[src/hdl/sbbf_pkg.sv]
// Package for the split block Bloom filter core.
// Holds the operation codes, the controller states, the salt table and the
// hash-position bundle. It depends on nothing else.
`timescale 1ns / 1ps
`default_nettype none

package sbbf_pkg;

	// Geometry of one filter block.
	localparam int WORDS_PER_BLOCK = 8;
	localparam int WORD_W          = 32;
	localparam int BLOCK_W         = WORDS_PER_BLOCK * WORD_W;
	localparam int POS_W           = 5;
	localparam int SHIFT_TOP5      = 27;
	localparam int COUNT_W         = 11;

	// Operation codes carried by an input beat.
	typedef enum logic [2:0] {
		OP_INSERT = 3'd0,
		OP_CHECK  = 3'd1,
		OP_LOAD   = 3'd2,
		OP_MERGE  = 3'd3,
		OP_READ   = 3'd4
	} op_t;

	// Controller states.
	typedef enum logic [1:0] {
		ST_CLEAR,
		ST_IDLE,
		ST_HASH,
		ST_MODIFY
	} state_t;

	// Salt applied to the low hash word for each word of a block.
	localparam logic [WORD_W-1:0] SALT [WORDS_PER_BLOCK] = '{
		32'h47b6137b, 32'h44974d91, 32'h8824ad5b, 32'ha2b7289d,
		32'h705495c7, 32'h2df1424b, 32'h9efc4947, 32'h5c6bfb31
	};

	// Block index and per-word bit positions derived from one hash.
	typedef struct packed {
		logic [COUNT_W-1:0]                  blk_idx;
		logic [WORDS_PER_BLOCK-1:0][POS_W-1:0] pos;
	} hash_pos_t;

endpackage

`default_nettype wire

[src/hdl/sbbf_hash.sv]
// Hash decode: block index from the high hash word and one bit position per
// word from the salted low hash word. Uses types and the salt table of sbbf_pkg.
`timescale 1ns / 1ps
`default_nettype none

module sbbf_hash import sbbf_pkg::*; (
	input  wire logic [63:0]        hash,
	input  wire logic [COUNT_W-1:0] eff_blocks,
	output hash_pos_t               hp
);

	logic [32+COUNT_W-1:0] blk_prod;
	logic [WORD_W-1:0]     salt_prod [WORDS_PER_BLOCK];

	// Block index is the high half of (hash high word times block count).
	assign blk_prod   = {{COUNT_W{1'b0}}, hash[63:32]} * {32'd0, eff_blocks};
	assign hp.blk_idx = blk_prod[32+COUNT_W-1:32];

	// Each lane keeps the top five bits of a wrapping 32-bit product.
	for (genvar i = 0; i < WORDS_PER_BLOCK; i++) begin : g_lane
		assign salt_prod[i] = SALT[i] * hash[31:0];
		assign hp.pos[i]    = salt_prod[i][WORD_W-1:SHIFT_TOP5];
	end

endmodule

`default_nettype wire

[config.mk]
export PLATFORM = sky130hd
export DESIGN_NAME = sbbf_hash
export DESIGN_NICKNAME = d
export VERILOG_FILES = /design/src/hdl/sbbf_pkg.sv /design/src/hdl/sbbf_hash.sv
export SDC_FILE = /design/constraint.sdc
export NUM_CORES = 2
export LEC_CHECK = 0
export BUFFER_PORTS_ARGS = -buffer_cell sky130_fd_sc_hd__buf_2
export CORE_ASPECT_RATIO = 0.9
export CORE_MARGIN = 4
export CORE_UTILIZATION = 29
export DETAILED_ROUTE_END_ITERATION = 16
export GPL_ROUTABILITY_DRIVEN = 0
export GPL_TIMING_DRIVEN = 0
export PLACE_DENSITY = 0.45
export SYNTH_ARGS = -nofsm -noshare
export SYNTH_HDL_FRONTEND = slang
export SYNTH_SLANG_ARGS = --single-unit
export TNS_END_PERCENT = 10
[constraint.sdc]
create_clock -name vclk -period 18.8
set_input_delay 3.76 -clock vclk [all_inputs]
set_output_delay 3.76 -clock vclk [all_outputs]
set_load 0.05 [all_outputs]
# Word level (Yosys, flattened, before mapping)
# Index checks and enable logic that the tools add are counted.
# W data, S select, Z words.
[classes] mul=9
[ops] op="$mul A31 B32 Y32 const A" n=4
[ops] op="$mul A32 B32 Y32 const A" n=3
[ops] op="$mul A32 B11 Y43" n=1
[ops] op="$mul A30 B32 Y32 const A" n=1
[word_totals] regBits=0 in_bits=75 out_inout_bits=51 word_cells=9

# Longest topological paths before layout
[depth] word_depth=1 depth_mapped=25 depth_no_buf=25

# Worst setup path after synthesis
# OpenSTA, ideal clock, no wires.
[synth_timing] kind="input port to output port" start="input port hash[3]" end="output port hp[18] in the netlist's numbering" t_arrival_ps=10337 setup_slack_ps=4703 cell_stages=20 path_buffers=0 cell_sequence="inv_1 -> ha_1 -> inv_1 -> fa_1 -> fa_1 -> fa_1 -> fa_1 -> fa_1 -> fa_1 -> inv_1 -> fa_1 -> inv_1 -> ha_1 -> a2111oi_0 -> o21ai_0 -> o21a_1 -> or3_1 -> o221a_2 -> o41a_1 -> xor2_1"
[synth_lines] element="from (decl)" line="sbbf_hash.sv:7" source="input wire logic [63:0] hash,"
[synth_lines] element="to (decl)" line="sbbf_hash.sv:9" source="output hash_pos_t hp"

==> metrics.csv <==
stage;metric;value;unit
routing;via count of the routed design;42850;
worst_setup_path;max incr delay on CP;0.88;ns
sta;slew margin rel.;-0.01788;
clock_network;CTS hold repair buffers;0;
clock_network;post-cts resize count;0;
worst_setup_path;Worst Path Max Fanout;23;
worst_setup_path;Critical Path, Cell by Cell;buf_4 -> inv_1 -> ha_1 -> inv_1 -> fa_1 -> inv_1 -> fa_1 -> inv_1 -> fa_1 -> fa_1 -> inv_1 -> fa_1 -> inv_1 -> fa_1 -> ha_1 -> ha_1 -> a21o_1 -> a21oi_1 -> o211ai_1 -> or3_4 -> a221o_1 -> a31o_1 -> xnor2_1 -> buf_2;
sta;highest clock rate;0.05800;GHz
routing;Routed Antenna Nets;0;
routing;DRC Markers;0;
synth;Mapped Area;62330;um^2
floorplanning;io pins;126;
job;Max-Cap Viols;1;
sta;RSZ-0062 raised after global routing;no;
status;run status;finished, violations left;
cells_and_area;seq_cells;0;
place;post-DP HPWL;207.1;mm
floorplanning;Starting Density;0.2914;
sta;final setup vio count;0;
worst_setup_path;CP Data Required Time;15.04;ns
place;Port-buffer cells;125;
min_path;Hold EP;hp[19];
sta;Slew Limit Fails;24;
floorplanning;Die Y;447.8;um
routing;wire per inst;27.33;um
synth;Synth area leaders;fa_1 (51%), ha_1 (25%), inv_1 (12%), xnor2_1 (3.2%), nand2_1 (1.6%);
synth;Post-Syn Area per Cell;10.31;um^2
worst_setup_path;buffers plus inverters on the worst setup path;8;
synth;Syn Nets;8966;
cells_and_area;Final nets;9110;
cells_and_area;Storage cell area;0;um^2
grt;first-pass GRT wire length;353.5;mm
grt;remaining global-route overflow;0;
synth;cells after synthesis;6043;
cells_and_area;most frequent cells in the layout;inv_1 (2022), fa_1 (1581), ha_1 (1257);
grt;gr usage total;0.2268;
worst_setup_path;Worst Path Class, Setup;input port to output pin;
sta;Setup TNS;0;ns
worst_setup_path;endpoint class of the critical path;output pin;
status;failing checks;capacitance limit, slew limit;
routing;Via density;4.740;
min_path;hold_sp;hash[31];
cells_and_area;layout cells sized above 1;0.02846;
worst_setup_path;CP delay by family, top;adder cells;
routing;1st-pass router iterations;6;
cells_and_area;CLK BUF;0;
synth;Yosys top cell area share;0.5078;
routing;drt first-iter violations;3504;
cells_and_area;Area Growth Syn to Fin;7.443;%
min_path;cell count of the worst hold path;8;
floorplanning;area of the die;222400;um^2
worst_setup_path;slowest stage cell, crit path;inv_1;
grt;initial antenna violation count;16;
synth;Cell variety after synth;67;
sta;fin crit period;17.24;ns
grt;largest net degree at the start of global routing;32;
synth;area leader, netlist;fa_1;
grt;vias in the first global route;46790;
synth;register area share after synthesis;0;
floorplanning;core area;213900;um^2
floorplanning;std cell rows;161;
floorplanning;die width;496.7;um
sta;final-report hold violation count;0;
sta;worst slew pin tran;1.527;ns
routing;Total Wirelength;247.1;mm
clock_network;setup bufs post-CTS;0;
min_path;HP Class;input port to output pin;
worst_setup_path;CP Launch Type;input port;
worst_setup_path;CP Data Arrival Time;13.48;ns
sta;Tcrit/Tclk final;0.9172;
synth;Yosys warning count;0;
cells_and_area;commonest non-fill, non-tap cell in the layout;inv_1;
-- per-stage QoR --
stage | utilization | instances | setup slack (ns) | hold slack (ns) | area [um^2]
floorplan | - | 6043 | 4.703 | 8.223 | 62330
global placement | 0.3110 | 9020 | 0.4359 | 8.892 | 66530
detailed placement | 0.3130 | 9037 | 0.8480 | 8.905 | 66970
CTS | 0.3130 | 9037 | 0.8311 | 8.909 | 66970
global route | 0.3130 | 9037 | 1.400 | 8.945 | 66970
finish | 0.3131 | 9039 | 1.557 | 8.887 | 66970
-- cells in the mapped netlist (all sizes together) (3+ instances only) --
master	n
inv	2022
fa	1581
ha	1267
nand2	262
xnor2	226
and2	126
a21oi	67
clkbuf	65
a21o	58
nor2	55
o21ai	40
xor2	33
nand4	23
nor3	22
nand3	19
and3	17
o21a	17
o211ai	16
a211oi	10
a31oi	10
or2	9
a2111oi	7
and4	7
a221oi	6
nor2b	6
or3	6
o21bai	5
a211o	4
a31o	4
nand2b	4
nor4	4
o31ai	4
a221o	3
o2111ai	3
o41ai	3
-- final cells by class --
class	count	area [um^2]
antenna	2	5.005
timing repair buffer	142	1035
fill	22390	147000
multi-input combinational	3956	54530
inverter	2022	7590
tap	2852	3568
buffer	65	245.2
-- worst max path at each step --
stage,start,to,slack (ns),cells past startpoint
after floorplan,hash[3],hp[18],4.70,20
after global placement,hash[6],hp[24],0.44,23
after detailed placement,hash[12],hp[9],0.85,24
after CTS,hash[12],hp[9],0.83,24
after global routing,hash[12],hp[9],1.40,24
final,hash[12],hp[9],1.56,24
-- per-layer routing --
layer,global-route usage,vias up,wire length [um],part of all wire
li1,-,18210,-,-
met1,0.3203,22610,107400,0.43
met2,0.3492,1737,107900,0.44
met3,0.05621,278,24140,0.098
met4,0.05234,4,7594,0.031
met5,0,-,29,0.00012
-- worst min-delay path: stages --
cell     delay [ns]
buf_2          0.19
xnor2_1        0.20
xnor2_1        0.08
xnor2_1        0.16
xnor2_1        0.12
xnor2_1        0.22
xnor2_1        0.16
buf_2          0.22
-- cell families (layout without fill, tap and decap cells) --
group | count (synthesis) | count (layout) | share of synthesized area
compound gates | 279 | 279 | 0.03105
xor+xnor | 260 | 260 | 0.03675
mux | 1 | 1 | 0.0001606
fa+ha+maj | 2848 | 2848 | 0.7621
simple gates | 568 | 568 | 0.04426
other cells | 0 | 2 | 0
buf+inv | 2087 | 2229 | 0.1257
